`config.mk`:
```
export PLATFORM = sky130hd
export DESIGN_NAME = ark2_delay
export DESIGN_NICKNAME = d
export VERILOG_FILES = /design/src/ark2_delay.sv
export SDC_FILE = /design/constraint.sdc
export NUM_CORES = 1
export LEC_CHECK = 0
export ABC_AREA = 1
export ABC_CLOCK_PERIOD_IN_PS = 800
export BUFFER_PORTS_ARGS = -buffer_cell sky130_fd_sc_hd__buf_2
export CORE_AREA = 2 2 39 41
export DETAILED_ROUTE_END_ITERATION = 8
export DIE_AREA = 0 0 41 43
export GPL_TIMING_DRIVEN = 0
export PLACE_DENSITY = 0.44
export SLEW_MARGIN = 0
export SYNTH_ARGS = -nofsm -noshare
export SYNTH_HDL_FRONTEND = slang
export SYNTH_SLANG_ARGS = --single-unit
```
`constraint.sdc`:
```
create_clock -name clk -period 0.8 [get_ports clk]
set_input_delay 0.24 -clock clk [delete_from_list [all_inputs] [get_ports clk]]
set_output_delay 0.24 -clock clk [all_outputs]
set_load 0.005 [all_outputs]
```
`src/ark2_delay.sv`:
```
// ark2_delay: fixed-length delay line for a valid bit and its payload
// depends on nothing
module ark2_delay #(
  parameter int W = 8,
  parameter int N = 1
) (
  input  logic         clk,
  input  logic         rst,
  input  logic         in_valid,
  input  logic [W-1:0] in_data,
  output logic         out_valid,
  output logic [W-1:0] out_data
);

  logic [N-1:0] vld;
  logic [W-1:0] dat [N];

  always_ff @(posedge clk) begin
    if (rst) begin
      vld <= '0;
    end else begin
      vld[0] <= in_valid;
      for (int i = 1; i < N; i++) vld[i] <= vld[i-1];
    end
  end

  always_ff @(posedge clk) begin
    dat[0] <= in_data;
    for (int i = 1; i < N; i++) dat[i] <= dat[i-1];
  end

  assign out_valid = vld[N-1];
  assign out_data  = dat[N-1];

endmodule

```
==> impl_metrics.yaml <==
cells_and_area:
  drive_gt1_share_pct: 73.53
  stdcell_count: 50
  final_core_util_pct: 25.05
  syn_to_final_growth_pct: 82.24
  fin_nets: 46
  antennaDiodeCount: 0
pwr:
  p_per_area_nw_per_um2: 2552
  switching_share_pct: 20.35
  peakVddDrop_mv: 0.6977
  p_leak_nw: 0.1779
  p_int_w: 0.0007044
  p_clk_share_pct: 38.8
  p_sw_w: 0.0001800
  p_seq_share_pct: 54.4
  power_frac_comb_pct: 6.7
global_routing:
  grt_pass1_vias: 150
  track_usage_pct: 6.956
  grt_pass1_wl_um: 690
  grt_max_degree: 6
  antenna_found_initial: 0
  grt-ovfl-total: 0
detailed_routing:
  first_iter_violations: 2
  routedWlPerCell_um: 10.04
  dr.pass1.iters: 2
  drt-total-wl_um: 502
  drc: 0
  vias: 152
  viasPerCell: 3.040
  antenna_left: 0
outcome:
  status: "finished, violations left"
  violations: "negative setup slack"
synth:
  synthCells: 11
  avgSynthCellArea_um2: 17.29
  synth_nets: 22
  synth_edf_count: 0
  netlist_top_cells_area: "dfxtp_1 95%, nor2_2 3.3%, inv_1 2.0%"
  ys_ff_latch: 9
  yosys.area.top_type: "dfxtp_1"
  synth_ff_type: "dfxtp_1"
  async_reset_ff_share_pct: 0
  synth.most_common_cell: "dfxtp_1"
  syn_area_um2: 190.2
  synth_top_area_share_pct: 94.74
  synth_common_cells: "9 x dfxtp_1, 1 x inv_1, 1 x nor2_2"
  ys_warn_count: 0
  synth_seq_area_share_pct: 94.74
  synth_cell_types: 3
floorplanning:
  initial_core_util_pct: 13.74
  core_um2: 1384
  dieHeight_um: 43
  ioPinCount: 20
  die_w_um: 41
  fp.dieArea_um2: 1763
  row_count: 14
sta:
  rsz0062_at_grt: "yes"
  slew_viol_final: 0
  setup_violations: 9
  timing.final.ws_setup_ps: -122.1
  whs_ps: 82.12
  maxSlewHeadroom_pct: 94.22
  min_period_over_period_pct: 115.3
  period_needed_ps: 922.1
  final_hold_viol_count: 0
  fmax_mhz: 1085
  tightest_slew_ps: 86.59
critical_path:
  cpLargestDelayFamily: "flip-flops"
  cp_num_buf_inv: 1
  cp_cell_sequence: "buf_6"
  arrival_ps: 680
  crit_slowest_cell: "dfxtp_2"
  criticalPathCategory: "register to output port"
  cp-start-kind: "register"
  cp-end-kind: "output port"
  cp_max_fo: 1
  max_stage_delay_ps: 320
  critPathRequiredTime_ps: 560
cts:
  cts_buffers: 3
  cts_sinks: 9
  cts_tree: "done"
  clk_path_buf_depth: 2
  htree_levels: 1
  cts-root-buf: "clkbuf_4"
  clkTransAtPathRegs_ps: 60
hold_path:
  hold_class: "input pin to register"
place:
  place_congestion: 0.5731
  io_buffers: 19
  dp.cells: 46
flow_run:
  maxCapViolCount: 0
[timing repair]
| action | CTS | global route |
|---|---|---|
| hold buffers | 0 | 0 |
| setup buffers | 0 | 0 |
| gates resized for setup | 2 | 2 |
| setup endpoints to repair | 9 | 9 |
[final timing paths]
kind / start / to / slack, ps / depth (start not counted)
setup / recovery: dat[0][4] / out_data[4] / -120 / 1
hold / removal: in_data[2] / dat[0][2] / 80 / 1
[sequential cells by signal, summed over array words and instances, names as in the netlist]
register,count
dat,8
out_valid,1
[cells by family (layout without fill, tap and decap cells)]
kind of cell,count (synthesis),in the layout,synth area share (%)
buffers and inverters,1,24,1.972
flip-flops,9,9,94.74
AND/OR/NAND/NOR,1,1,3.292
[area by class of cell]
| class | instances | area (um2) |
|---|---|---|
| Sequential cell | 9 | 182.7 |
| Tap cell | 16 | 20.02 |
| Clock buffer | 4 | 26.28 |
| Inverter | 1 | 3.754 |
| Multi-Input combinational cell | 1 | 6.256 |
| Timing Repair Buffer | 19 | 107.6 |
| Fill cell | 146 | 1037 |
[placed cells by master, fill, tap and decap left out]
| cell type | count |
|---|---|
| dfxtp_2 | 2 |
| dfxtp_1 | 7 |
| clkbuf_4 | 3 |
| buf_2 | 17 |
| nor2_2 | 1 |
| buf_6 | 2 |
| clkbuf_1 | 1 |
| inv_1 | 1 |
[layer usage]
layer | vias up | track usage, % | share of wire, %
met5 | - | 0 | 0
met4 | 0 | 8.000 | 0
met3 | 0 | 6.806 | 23
met2 | 20 | 4.688 | 26
met1 | 55 | 9.446 | 51
li1 | 77 | - | -
[metrics by stage]
step                      instance area [um2]  TNS [ps]  total power (W)  setup slack, ps
after floorplan                         190.2         0        0.0004948            262.0
after global placement                  305.3         0        0.0005441            148.4
after detailed placement                305.3         0        0.0005443            140.4
after CTS                               334.1     -1122        0.0008931           -138.5
after global routing                    346.6     -1298        0.0009359           -153.8
final                                   346.6    -999.1        0.0008844           -122.1
[power by group through the flow]
stage               clock network, W  registers, W   logic [W]
global route                0.000387      0.000483   0.0000659
CTS                         0.000357      0.000481   0.0000548
floorplan                          0      0.000492  0.00000283
detailed placement                 0      0.000490   0.0000546
global placement                   0      0.000490   0.0000545
finish                      0.000344      0.000481   0.0000595
Power figures use the tool's default switching activity.
